### src/maap_pkg.sv
// maap_pkg: shared types and constants for the moving average altitude block
// used by every module under src except maap_ram; depends on nothing

package maap_pkg;

    // field widths fixed by the item format
    localparam int DATA_W   = 12;                  // sample, average, altitude
    localparam int DIVD_W   = 19;                  // 4095 * 100 fits in 19 bits
    localparam int DIVR_W   = 12;                  // span register
    localparam int CNT_W    = $clog2(DIVD_W);      // divider iteration count
    localparam int MUL_W    = 7;

    localparam logic [DATA_W-1:0] SPAN_RESET   = 12'd1241;
    localparam logic [MUL_W-1:0]  PERCENT_FULL = 7'd100;
    localparam logic [DATA_W-1:0] ALT_MAX      = 12'h7FF;  // +2047
    localparam logic [DATA_W-1:0] ALT_MIN      = 12'h800;  // -2048

    // func codes carried in tuser
    localparam logic FUNC_PUSH  = 1'b0;
    localparam logic FUNC_CALIB = 1'b1;

    typedef enum logic [6:0] {
        ST_IDLE     = 7'b000_0001,
        ST_READ     = 7'b000_0010,
        ST_AVG      = 7'b000_0100,
        ST_MUL      = 7'b000_1000,
        ST_ALT_GO   = 7'b001_0000,
        ST_ALT_WAIT = 7'b010_0000,
        ST_DONE     = 7'b100_0000
    } t_state;

    // controller to datapath
    typedef struct packed {
        logic load_in;      // capture func and sample, read ring slot
        logic update;       // replace oldest sample, adjust window sum
        logic div_start;    // start the divider on scaled diff / span
        logic latch_avg;    // capture sum / depth as average (and land ref on calibrate)
        logic mul;          // form |avg - land| * 100 and its sign
        logic load_out;     // load result into output register
    } t_cmd;

    // datapath to controller
    typedef struct packed {
        logic func;         // latched func of the item at work
        logic div_done;     // divider holds a finished quotient
    } t_stat;

endpackage

### src/maap_ram.sv
// maap_ram: generic single write port, single read port RAM with registered read
// no package dependency

module maap_ram #(
    parameter int WIDTH = 12,
    parameter int DEPTH = 20
) (
    input  logic                     i_clk,
    input  logic                     i_we,
    input  logic [$clog2(DEPTH)-1:0] i_waddr,
    input  logic [WIDTH-1:0]         i_wdata,
    input  logic                     i_re,
    input  logic [$clog2(DEPTH)-1:0] i_raddr,
    output logic [WIDTH-1:0]         o_rdata
);

    logic [WIDTH-1:0] r_mem [DEPTH];
    logic [WIDTH-1:0] r_rdata;

    always_ff @(posedge i_clk) begin
        if (i_we) begin
            r_mem[i_waddr] <= i_wdata;
        end
        if (i_re) begin
            r_rdata <= r_mem[i_raddr];
        end
    end

    assign o_rdata = r_rdata;

endmodule

### src/maap_div.sv
// maap_div: restoring unsigned divider, one quotient bit per cycle
// depends on maap_pkg for widths

module maap_div (
    input  logic                        i_clk,
    input  logic                        i_rst_n,
    input  logic                        i_start,
    input  logic [maap_pkg::DIVD_W-1:0] i_dividend,
    input  logic [maap_pkg::DIVR_W-1:0] i_divisor,
    output logic                        o_done,
    output logic [maap_pkg::DIVD_W-1:0] o_quot
);

    import maap_pkg::*;

    logic              r_busy;
    logic              r_done;
    logic [CNT_W-1:0]  r_cnt;
    logic [DIVR_W-1:0] r_rem;
    logic [DIVD_W-1:0] r_quo;
    logic [DIVR_W-1:0] r_dvs;

    logic [DIVR_W:0]   rem_sh;
    logic [DIVR_W:0]   rem_sub;
    logic              ge;

    always_comb begin
        rem_sh  = {r_rem, r_quo[DIVD_W-1]};
        rem_sub = rem_sh - {1'b0, r_dvs};
        ge      = (rem_sh >= {1'b0, r_dvs});
    end

    always_ff @(posedge i_clk) begin
        if (!i_rst_n) begin
            r_busy <= 1'b0;
            r_done <= 1'b0;
            r_cnt  <= '0;
        end else if (i_start) begin
            r_busy <= 1'b1;
            r_done <= 1'b0;
            r_cnt  <= '0;
        end else if (r_busy) begin
            r_cnt <= r_cnt + 1'b1;
            if (r_cnt == CNT_W'(DIVD_W - 1)) begin
                r_busy <= 1'b0;
                r_done <= 1'b1;
            end
        end
    end

    always_ff @(posedge i_clk) begin
        if (i_start) begin
            r_rem <= '0;
            r_quo <= i_dividend;
            r_dvs <= i_divisor;
        end else if (r_busy) begin
            r_rem <= ge ? rem_sub[DIVR_W-1:0] : rem_sh[DIVR_W-1:0];
            r_quo <= {r_quo[DIVD_W-2:0], ge};
        end
    end

    assign o_done = r_done;
    assign o_quot = r_quo;

endmodule

### src/maap_ctrl.sv
// maap_ctrl: sequencing state machine for one item at a time
// depends on maap_pkg for state, command and status types

module maap_ctrl (
    input  logic            i_clk,
    input  logic            i_rst_n,
    input  logic            s_tvalid,
    output logic            s_tready,
    output logic            m_tvalid,
    input  logic            m_tready,
    input  maap_pkg::t_stat i_stat,
    output maap_pkg::t_cmd  o_cmd
);

    import maap_pkg::*;

    t_state r_state;
    t_state n_state;
    logic   r_m_tvalid;
    logic   n_m_tvalid;
    logic   out_free;

    assign out_free = !r_m_tvalid || m_tready;

    always_comb begin
        n_state    = r_state;
        n_m_tvalid = r_m_tvalid;
        o_cmd      = '0;
        if (r_m_tvalid && m_tready) begin
            n_m_tvalid = 1'b0;
        end
        unique case (r_state)
            ST_IDLE: begin
                if (s_tvalid) begin
                    o_cmd.load_in = 1'b1;
                    n_state       = ST_READ;
                end
            end
            ST_READ: begin
                o_cmd.update = (i_stat.func == FUNC_PUSH);
                n_state      = ST_AVG;
            end
            ST_AVG: begin
                o_cmd.latch_avg = 1'b1;
                n_state         = ST_MUL;
            end
            ST_MUL: begin
                o_cmd.mul = 1'b1;
                n_state   = ST_ALT_GO;
            end
            ST_ALT_GO: begin
                o_cmd.div_start = 1'b1;
                n_state         = ST_ALT_WAIT;
            end
            ST_ALT_WAIT: begin
                if (i_stat.div_done) begin
                    n_state = ST_DONE;
                end
            end
            ST_DONE: begin
                if (out_free) begin
                    o_cmd.load_out = 1'b1;
                    n_m_tvalid     = 1'b1;
                    n_state        = ST_IDLE;
                end
            end
            default: begin
                n_state = ST_IDLE;
            end
        endcase
    end

    always_ff @(posedge i_clk) begin
        if (!i_rst_n) begin
            r_state    <= ST_IDLE;
            r_m_tvalid <= 1'b0;
        end else begin
            r_state    <= n_state;
            r_m_tvalid <= n_m_tvalid;
        end
    end

    assign s_tready = (r_state == ST_IDLE);
    assign m_tvalid = r_m_tvalid;

endmodule

### src/maap_dp.sv
// maap_dp: sample ring, window sum, land reference, span register, divider, result
// depends on maap_pkg, maap_ram and maap_div

module maap_dp #(
    parameter int DEPTH = 20
) (
    input  logic                        i_clk,
    input  logic                        i_rst_n,
    input  maap_pkg::t_cmd              i_cmd,
    output maap_pkg::t_stat             o_stat,
    input  logic                        i_func,
    input  logic [maap_pkg::DATA_W-1:0] i_sample,
    input  logic                        i_cfg_valid,
    input  logic [maap_pkg::DATA_W-1:0] i_cfg_data,
    output logic [maap_pkg::DATA_W-1:0] o_altitude_percent,
    output logic [maap_pkg::DATA_W-1:0] o_average_level
);

    import maap_pkg::*;

    localparam int AW  = $clog2(DEPTH);
    localparam int SW  = DATA_W + $clog2(DEPTH);
    // sum / depth as a reciprocal multiply, exact for every sum below 2**SW
    localparam int RSH = SW + AW;
    localparam int RW  = SW + 1;
    localparam int PW  = 2 * SW + 1;
    localparam logic [RW-1:0] RECIP =
        RW'(((64'd1 << RSH) + 64'(DEPTH) - 64'd1) / 64'(DEPTH));

    // control state
    logic [AW-1:0]     r_slot;
    logic [DEPTH-1:0]  r_valid;
    logic [SW-1:0]     r_sum;
    logic [DATA_W-1:0] r_land;
    logic [DATA_W-1:0] r_span;

    // payload
    logic              r_func;
    logic [DATA_W-1:0] r_sample;
    logic              r_old_vld;
    logic [DATA_W-1:0] r_avg;
    logic [DIVD_W-1:0] r_prod;
    logic              r_neg;
    logic [DATA_W-1:0] r_alt_out;
    logic [DATA_W-1:0] r_avg_out;

    logic [DATA_W-1:0] ram_rdata;
    logic [DATA_W-1:0] old_sample;
    logic [PW-1:0]     avg_prod;
    logic [DATA_W-1:0] avg_q;
    logic [DATA_W:0]   diff;
    logic [DATA_W-1:0] diff_abs;
    logic [DIVR_W-1:0] span_eff;
    logic [DIVD_W-1:0] div_quot;
    logic              div_done;
    logic [DATA_W-1:0] alt_val;

    maap_ram #(
        .WIDTH (DATA_W),
        .DEPTH (DEPTH)
    ) u_ring (
        .i_clk   (i_clk),
        .i_we    (i_cmd.update),
        .i_waddr (r_slot),
        .i_wdata (r_sample),
        .i_re    (i_cmd.load_in),
        .i_raddr (r_slot),
        .o_rdata (ram_rdata)
    );

    // never-written slots read as zero
    assign old_sample = r_old_vld ? ram_rdata : '0;

    // window average, truncated
    assign avg_prod = PW'(r_sum) * PW'(RECIP);
    assign avg_q    = avg_prod[RSH +: DATA_W];

    assign span_eff = (r_span == '0) ? DIVR_W'(1) : r_span;

    maap_div u_div (
        .i_clk      (i_clk),
        .i_rst_n    (i_rst_n),
        .i_start    (i_cmd.div_start),
        .i_dividend (r_prod),
        .i_divisor  (span_eff),
        .o_done     (div_done),
        .o_quot     (div_quot)
    );

    always_comb begin
        diff     = {1'b0, r_avg} - {1'b0, r_land};
        diff_abs = diff[DATA_W] ? DATA_W'(-diff) : diff[DATA_W-1:0];
    end

    // give the quotient its sign, negated when avg >= land, saturating to 12-bit two's complement
    always_comb begin
        if (r_neg) begin
            alt_val = (div_quot > DIVD_W'(ALT_MAX)) ? ALT_MAX : div_quot[DATA_W-1:0];
        end else begin
            alt_val = (div_quot > DIVD_W'(ALT_MIN)) ? ALT_MIN
                                                    : (~div_quot[DATA_W-1:0]) + 1'b1;
        end
    end

    always_ff @(posedge i_clk) begin
        if (!i_rst_n) begin
            r_slot  <= '0;
            r_valid <= '0;
            r_sum   <= '0;
            r_land  <= '0;
            r_span  <= SPAN_RESET;
        end else begin
            if (i_cfg_valid) begin
                r_span <= i_cfg_data;
            end
            if (i_cmd.update) begin
                r_sum           <= r_sum - SW'(old_sample) + SW'(r_sample);
                r_valid[r_slot] <= 1'b1;
                r_slot          <= (r_slot == AW'(DEPTH - 1)) ? '0 : r_slot + 1'b1;
            end
            if (i_cmd.latch_avg && r_func == FUNC_CALIB) begin
                r_land <= avg_q;
            end
        end
    end

    always_ff @(posedge i_clk) begin
        if (i_cmd.load_in) begin
            r_func    <= i_func;
            r_sample  <= i_sample;
            r_old_vld <= r_valid[r_slot];
        end
        if (i_cmd.latch_avg) begin
            r_avg <= avg_q;
        end
        if (i_cmd.mul) begin
            r_prod <= DIVD_W'(diff_abs) * DIVD_W'(PERCENT_FULL);
            r_neg  <= diff[DATA_W];
        end
        if (i_cmd.load_out) begin
            r_alt_out <= alt_val;
            r_avg_out <= r_avg;
        end
    end

    assign o_stat.func     = r_func;
    assign o_stat.div_done = div_done;

    assign o_altitude_percent = r_alt_out;
    assign o_average_level    = r_avg_out;

endmodule

### src/moving_average_altitude_percent.sv
// moving_average_altitude_percent: top level, boxcar average of ADC samples with
// altitude as a percentage of span; depends on maap_pkg, maap_ctrl and maap_dp
//
// usage
// - input stream: s_tuser = func (0 push sample, 1 calibrate), s_tdata[11:0] = sample;
//   a calibrate transfer latches the current window average as land reference
//   and its sample is ignored
// - output stream: one transfer per input transfer, m_tdata[11:0] = altitude
//   percent (two's complement, saturated), m_tdata[23:12] = window average
// - config: i_cfg_valid/i_cfg_data write the span register (counts for one
//   hundred percent, 0 acts as 1); o_cfg_ready is always high; write only while idle
// - one item at a time: s_tready is high only while no item is at work; the ring
//   read, the ring update, the reciprocal multiply for sum / DEPTH and the scaling
//   multiply are done in turn, then the one-bit-per-cycle divider forms the scaled
//   difference / span, and once the result is loaded m_tvalid rises and the next
//   input transfer can follow
// - the output register holds a finished result while the receiver stalls, and
//   the next input is taken meanwhile; its result waits until that one is taken,
//   with s_tready low in the meantime
// - reset (i_rst_n low, synchronous) empties the ring (reads as zeros through
//   per-slot valid bits, no clearing pass), zeroes sum and land reference and
//   sets span to 1241; the first averages include those zeros

module moving_average_altitude_percent #(
    parameter int DEPTH = 20
) (
    input  logic        i_clk,
    input  logic        i_rst_n,
    // input stream
    input  logic        s_tvalid,
    output logic        s_tready,
    input  logic [15:0] s_tdata,   // [11:0] sample, [15:12] zero
    input  logic        s_tuser,   // [0] func
    // output stream
    output logic        m_tvalid,
    input  logic        m_tready,
    output logic [23:0] m_tdata,   // [11:0] altitude_percent, [23:12] average_level
    // span register write
    input  logic        i_cfg_valid,
    output logic        o_cfg_ready,
    input  logic [11:0] i_cfg_data
);

    import maap_pkg::*;

    t_cmd              cmd;
    t_stat             stat;
    logic [DATA_W-1:0] altitude_percent;
    logic [DATA_W-1:0] average_level;

    // sequencing: idle, ring read, ring update, average multiply, scaling
    // multiply, altitude divide, output load
    maap_ctrl u_ctrl (
        .i_clk    (i_clk),
        .i_rst_n  (i_rst_n),
        .s_tvalid (s_tvalid),
        .s_tready (s_tready),
        .m_tvalid (m_tvalid),
        .m_tready (m_tready),
        .i_stat   (stat),
        .o_cmd    (cmd)
    );

    maap_dp #(
        .DEPTH (DEPTH)
    ) u_dp (
        .i_clk              (i_clk),
        .i_rst_n            (i_rst_n),
        .i_cmd              (cmd),
        .o_stat             (stat),
        .i_func             (s_tuser),
        .i_sample           (s_tdata[DATA_W-1:0]),
        .i_cfg_valid        (i_cfg_valid),
        .i_cfg_data         (i_cfg_data),
        .o_altitude_percent (altitude_percent),
        .o_average_level    (average_level)
    );

    // span writes are always taken
    assign o_cfg_ready = 1'b1;

    assign m_tdata = {average_level, altitude_percent};

endmodule
### config.mk
export PLATFORM = sky130hd
export DESIGN_NAME = moving_average_altitude_percent
export DESIGN_NICKNAME = d
export VERILOG_FILES = /design/src/maap_pkg.sv /design/src/maap_ram.sv /design/src/maap_div.sv /design/src/maap_ctrl.sv /design/src/maap_dp.sv /design/src/moving_average_altitude_percent.sv
export SDC_FILE = /design/constraint.sdc
export NUM_CORES = 1
export LEC_CHECK = 0
export BUFFER_PORTS_ARGS = -buffer_cell sky130_fd_sc_hd__buf_2
export CAP_MARGIN = 30
export CORE_UTILIZATION = 60
export CTS_BUF_LIST = sky130_fd_sc_hd__clkbuf_16
export DETAILED_ROUTE_END_ITERATION = 12
export PLACE_DENSITY = 0.74
export SYNTH_ARGS = -nofsm -noshare
export SYNTH_HDL_FRONTEND = slang
export SYNTH_HIERARCHICAL = 1
export SYNTH_SLANG_ARGS = --single-unit
### constraint.sdc
create_clock -name i_clk -period 7.3 [get_ports i_clk]
set_clock_uncertainty 0.15 [all_clocks]
set_input_delay 1.46 -clock i_clk [delete_from_list [all_inputs] [get_ports i_clk]]
set_output_delay 1.46 -clock i_clk [all_outputs]
set_load 0.1 [all_outputs]
==> summary.md <==
| Metric | Value |
|---|---|
| Area Growth Syn to Fin | 9.64% |
| Via density | slightly below 6 |
| Crit path cell chain | inv_1 -> ha_1 -> inv_1 -> ha_1 -> inv_1 -> fa_1 -> inv_1 -> fa_1 -> inv_1 -> fa_1 -> fa_1 -> inv_1 -> ha_1 -> nand3_1 -> nor4_1 -> nand4_1 -> a31oi_2 -> buf_4 -> o21ai_0 -> nand2b_1 -> a41o_1 -> nor2_1 -> xnor2_1 |
| Mapped cell area | between 20,000 and 30,000 µm² |
| CP Buf/Inv Count | 7 |
| Core box area | approximately 42,000 µm² |
| Data required, critical path | between 7 and 8 ns |
| Share of cells above drive strength 1 | about 13% |
| FP Rows | 75 |
| Global Route Usage Sum | 25.3% |
| CTS tree | yes |
| Type of the worst setup path | flop to flop |
| Largest net degree at the start of global routing | between 40 and 50 |
| Synth Instances | 2,117 |
| Fin crit share | about nine tenths |
| Hold WC Path Type | flop to flop |
| Part of the Yosys area used for sequential elements | 48.1% |
| Number of H-tree levels | 2 |
| CP max stage delay | between 0.5 and 0.6 ns |
| Antenna-violating nets left | 0 |
| # IOs | 61 |
| DRC | 0 |
| Average wire per standard cell | between 15 and 20 µm |
| R2R Setup Slk | about 0.85 ns |
| Ys async rst share | 0% |
| Yosys reg bits | approximately 440 |
| Nets | 2,539 |
| Global route total overflow | 0 |
| Number of detailed-route iterations in the first pass | 5 |
| Clock slew seen by the registers of the worst setup and hold paths | ~0.06 ns |
| Peak VDD IR | around 0.00022 V |
| Critical path's most frequent cell | inv_1 |
| Hold_sp | u_dp/r_land[2]$_SDFFE_PN0P_ |
| Fill cell count | between 2,000 and 3,000 |
| Max Fclk | between 0.15 and 0.2 GHz |
| Synth warn | 6 |
| Starting density of the core | 61.2% |
| CP max-delay cell | dfxtp_1 |
| Die outline width | about 210 µm |
| Yosys top cell area share | between 40% and 50% |
| Setup bufs post-CTS | 0 |
| Critical path fanouts, max | 7 |
| DR vias | around 16,000 |
| Routability cong. | between 0.9 and 1 |
| Detailed Place HPWL | roughly 39,000 µm |
| First-pass GRT wire length | between 80,000 and 90,000 µm |
| Synth Area per Inst | approximately 12 µm² |
| Top post-synthesis cells by area | edfxtp_1, ha_1, fa_1 |
| Vias in the first global route | around 16,000 |
| Hold depth | 2 |
| Setup Viol. Count Final | 0 |
| Crit path time final | between 6 and 7 ns |
| RSZ-0062 raised after global routing | false |
| Top Family by Delay on Critical Path | adder cells |
| Max_slew headroom | ~36% |
| Max-cap viol count | 0 |
| CTS Root Cell | clkbuf_16 |
| Hold path endpoint | u_dp/r_land[2]$_SDFFE_PN0P_ |
| Clock sink count | ~440 |
| Reg2reg start | u_dp/r_sum[15]$_SDFFE_PN0P_ |
| Worst setup EP type | flop |
| Reg-to-reg critical path endpoint | u_dp/r_avg[5]$_DFFE_PP_ |
| Final WL | approximately 54,000 µm |
| I/O Buffers | 55 |
| Status | complete, no violations |
| Tot Pwr | 6.29 mW |
| Post-synth EDFFs | between 300 and 400 |
| Dominant cell type by area after synthesis | edfxtp_1 |
| # hold bufs at CTS | 0 |
| CP arrival | roughly 6.7 ns |
| CTS buffer count | 47 |
| Slew Limit Fails | 0 |
| Initial antenna violation count | 0 |
| Post-CTS sizing | 0 |
| CTS Buffer Depth | 3 |
| Cell Pwr Density | roughly 220 nW/µm² |
| Final hold violations | 0 |
| Initial DRC count | 1,104 |
| Startpoint types | flop |
| Clock latency on the worst-skew pair | 0.60 ns |
| Synth cell types | 92 |
| Die area | about 44,000 µm² |
| Main flop type after synthesis | edfxtp_1 |
| Leak | 11.5 nW |
| TNS Setup | 0 ns |
| Worst-case reg-to-reg path depth | 23 |
| Slew @ Worst Pin | roughly 0.96 ns |
| N_diodes | 0 |
| Die Height | around 210 µm |
logic make-up (layout without fill, tap and decap cells):
| logic type | Yosys count | count (layout) | synth area share [%] |
|---|---|---|---|
| and+or+nand+nor | 467 | 467 | 8.82 |
| DFF | 444 | 444 | 48.1 |
| buffers and inverters | 373 | 472 | 5.83 |
| adders and majority gates | 324 | 324 | 18.9 |
| AOI/OAI and AO/OA | 284 | 284 | 7.73 |
| muxes | 146 | 146 | 7.93 |
| xor gates and xnor gates | 77 | 77 | 2.68 |
| other | 2 | 3 | 0.0291 |
worst register-to-register path: stages, from the launching register on:
cell and delay (ns):
dfxtp_1 0.57, inv_1 0.14, ha_1 0.42, inv_1 0.14, ha_1 0.31, inv_1 0.06, fa_1 0.49, inv_1 0.04
fa_1 0.47, inv_1 0.06, fa_1 0.50, fa_1 0.54, inv_1 0.04, ha_1 0.26, nand3_1 0.11, nor4_1 0.38
nand4_1 0.21, a31oi_2 0.39, buf_4 0.21, o21ai_0 0.07, nand2b_1 0.14, a41o_1 0.30, nor2_1 0.08, xnor2_1 0.12
where the power goes:
part / leakage [nW] / total, mW / internal [mW] / switching, mW
sequential: 3.93 / 2.90 / 2.81 / 0.0928
combinational: 6.76 / 0.943 / 0.396 / 0.547
clock: 0.804 / 2.44 / 1.45 / 0.993
total: 11.5 / 6.29 / 4.66 / 1.63
sequential cells by signal (all words and copies together) (netlist names):
| register | flops |
|---|---|
| u_dp/o_average_level | 12 |
| u_dp/u_ring/o_rdata | 12 |
| u_dp/u_div/o_done | 1 |
| u_ctrl/m_tvalid | 1 |
| u_dp/r_neg | 1 |
| u_dp/u_div/r_busy | 1 |
| u_dp/r_old_vld | 1 |
| u_dp/r_span | 12 |
| u_dp/u_div/o_quot | 19 |
| u_dp/r_slot | 5 |
| u_dp/r_avg | 12 |
| u_dp/u_div/r_cnt | 5 |
| u_dp/r_land | 12 |
| u_dp/r_valid | 20 |
| u_dp/r_sum | 17 |
| u_dp/r_sample | 12 |
| u_dp/u_div/r_dvs | 12 |
| u_dp/u_ring/r_mem | 240 |
| u_dp/o_altitude_percent | 12 |
| u_dp/r_func | 1 |
| u_ctrl/r_state | 7 |
| u_dp/r_prod | 17 |
| u_dp/u_div/r_rem | 12 |
synthesized netlist by cell type (5+ instances only):
| cell type | number |
|---|---|
| nor2b_1 | 17 |
| a31oi_1 | 12 |
| mux2_2 | 31 |
| buf_4 | 6 |
| a22oi_1 | 34 |
| nand2b_1 | 13 |
| a21o_1 | 8 |
| o211ai_1 | 10 |
| a31o_2 | 5 |
| a211oi_1 | 9 |
| dfxtp_1 | 93 |
| and3_1 | 6 |
| nand3_1 | 23 |
| buf_1 | 7 |
| nand4_1 | 8 |
| o22a_1 | 7 |
| fa_1 | 107 |
| a21oi_1 | 63 |
| o21a_1 | 17 |
| buf_6 | 8 |
| o21ai_0 | 44 |
| o21ai_1 | 7 |
| clkbuf_1 | 49 |
| nor3_1 | 21 |
| ha_1 | 217 |
| edfxtp_1 | 351 |
| inv_1 | 299 |
| o21bai_1 | 9 |
| nand4b_1 | 5 |
| nor2_1 | 190 |
| nand3b_1 | 7 |
| nor3b_1 | 5 |
| nand2_1 | 97 |
| or3_1 | 19 |
| mux2i_1 | 71 |
| xnor2_1 | 43 |
| and2_1 | 19 |
| mux4_2 | 43 |
| nor4_1 | 8 |
| a311oi_1 | 8 |
| xor2_1 | 32 |
cells in the final DEF (no fill, tap or decap), types with 9 or more instances in the layout:
cell,netlist,final
dfxtp_1,93,91
a211oi_1,9,9
ha_1,217,217
xor2_1,32,32
buf_2,3,55
nand3_1,23,23
a31oi_1,12,12
mux4_2,43,43
mux2i_1,71,71
nand2b_1,13,13
mux2_2,31,31
xnor2_1,43,43
buf_4,6,24
inv_1,299,307
clkbuf_16,0,48
edfxtp_1,351,351
o21a_1,17,17
o21bai_1,9,9
or3_1,19,19
o21ai_0,44,44
nor3_1,21,20
nor2_1,190,189
nor2b_1,17,17
a21oi_1,63,63
o211ai_1,10,10
fa_1,107,107
clkinv_1,0,10
nand2_1,97,97
a22oi_1,34,34
and2_1,19,18
worst max-delay path by stage:
stage                                      from                            to  cells after the start
global placement     u_dp/r_sum[9]$_SDFFE_PN0P_  u_dp/r_land[11]$_SDFFE_PN0P_                     18
global route        u_dp/r_sum[15]$_SDFFE_PN0P_  u_dp/r_land[11]$_SDFFE_PN0P_                     22
CTS                 u_dp/r_sum[15]$_SDFFE_PN0P_  u_dp/r_land[11]$_SDFFE_PN0P_                     22
detailed placement  u_dp/r_sum[15]$_SDFFE_PN0P_  u_dp/r_land[11]$_SDFFE_PN0P_                     22
floorplan            u_dp/r_sum[7]$_SDFFE_PN0P_  u_dp/r_land[11]$_SDFFE_PN0P_                     20
finish              u_dp/r_sum[15]$_SDFFE_PN0P_       u_dp/r_avg[5]$_DFFE_PP_                     23
routing by layer:
| metal | wire length [µm] | global-route usage, % | up-vias |
|---|---|---|---|
| met3 | 2500 | 3.23 | 112 |
| met1 | 22500 | 32.4 | 7810 |
| met4 | 1850 | 9.84 | 0 |
| li1 | - | - | 7580 |
| met5 | 0 | 0 | - |
| met2 | 26800 | 43.8 | 454 |
cell type report:
class                           count  area (µm²)  share of cell area [%]
Timing Repair Buffer               88         573                    2.03
Sequential cell                   444       12400                    43.9
Inverter                          299        1120                    3.97
Clock buffer                       48        1200                    4.25
Multi-Input combinational cell   1301       11900                    42.1
Clock inverter                     37         393                    1.39
Tap cell                          539         674                    2.39
metrics by stage:
stage                     std cells  util (%)  instance area [µm²]  worst slack [ns]  hold WS [ns]
after global placement         2658      62.9                26500             0.920         0.294
after CTS                      2756      67.0                28300             0.792         0.312
after floorplan                2118         -                25800              1.47         0.276
final                          2756      67.0                28300             0.851         0.311
after detailed placement       2671      63.3                26700             0.837         0.300
after global routing           2756      67.0                28300             0.404         0.336
Note: power is estimated with default switching activity, not from simulation.
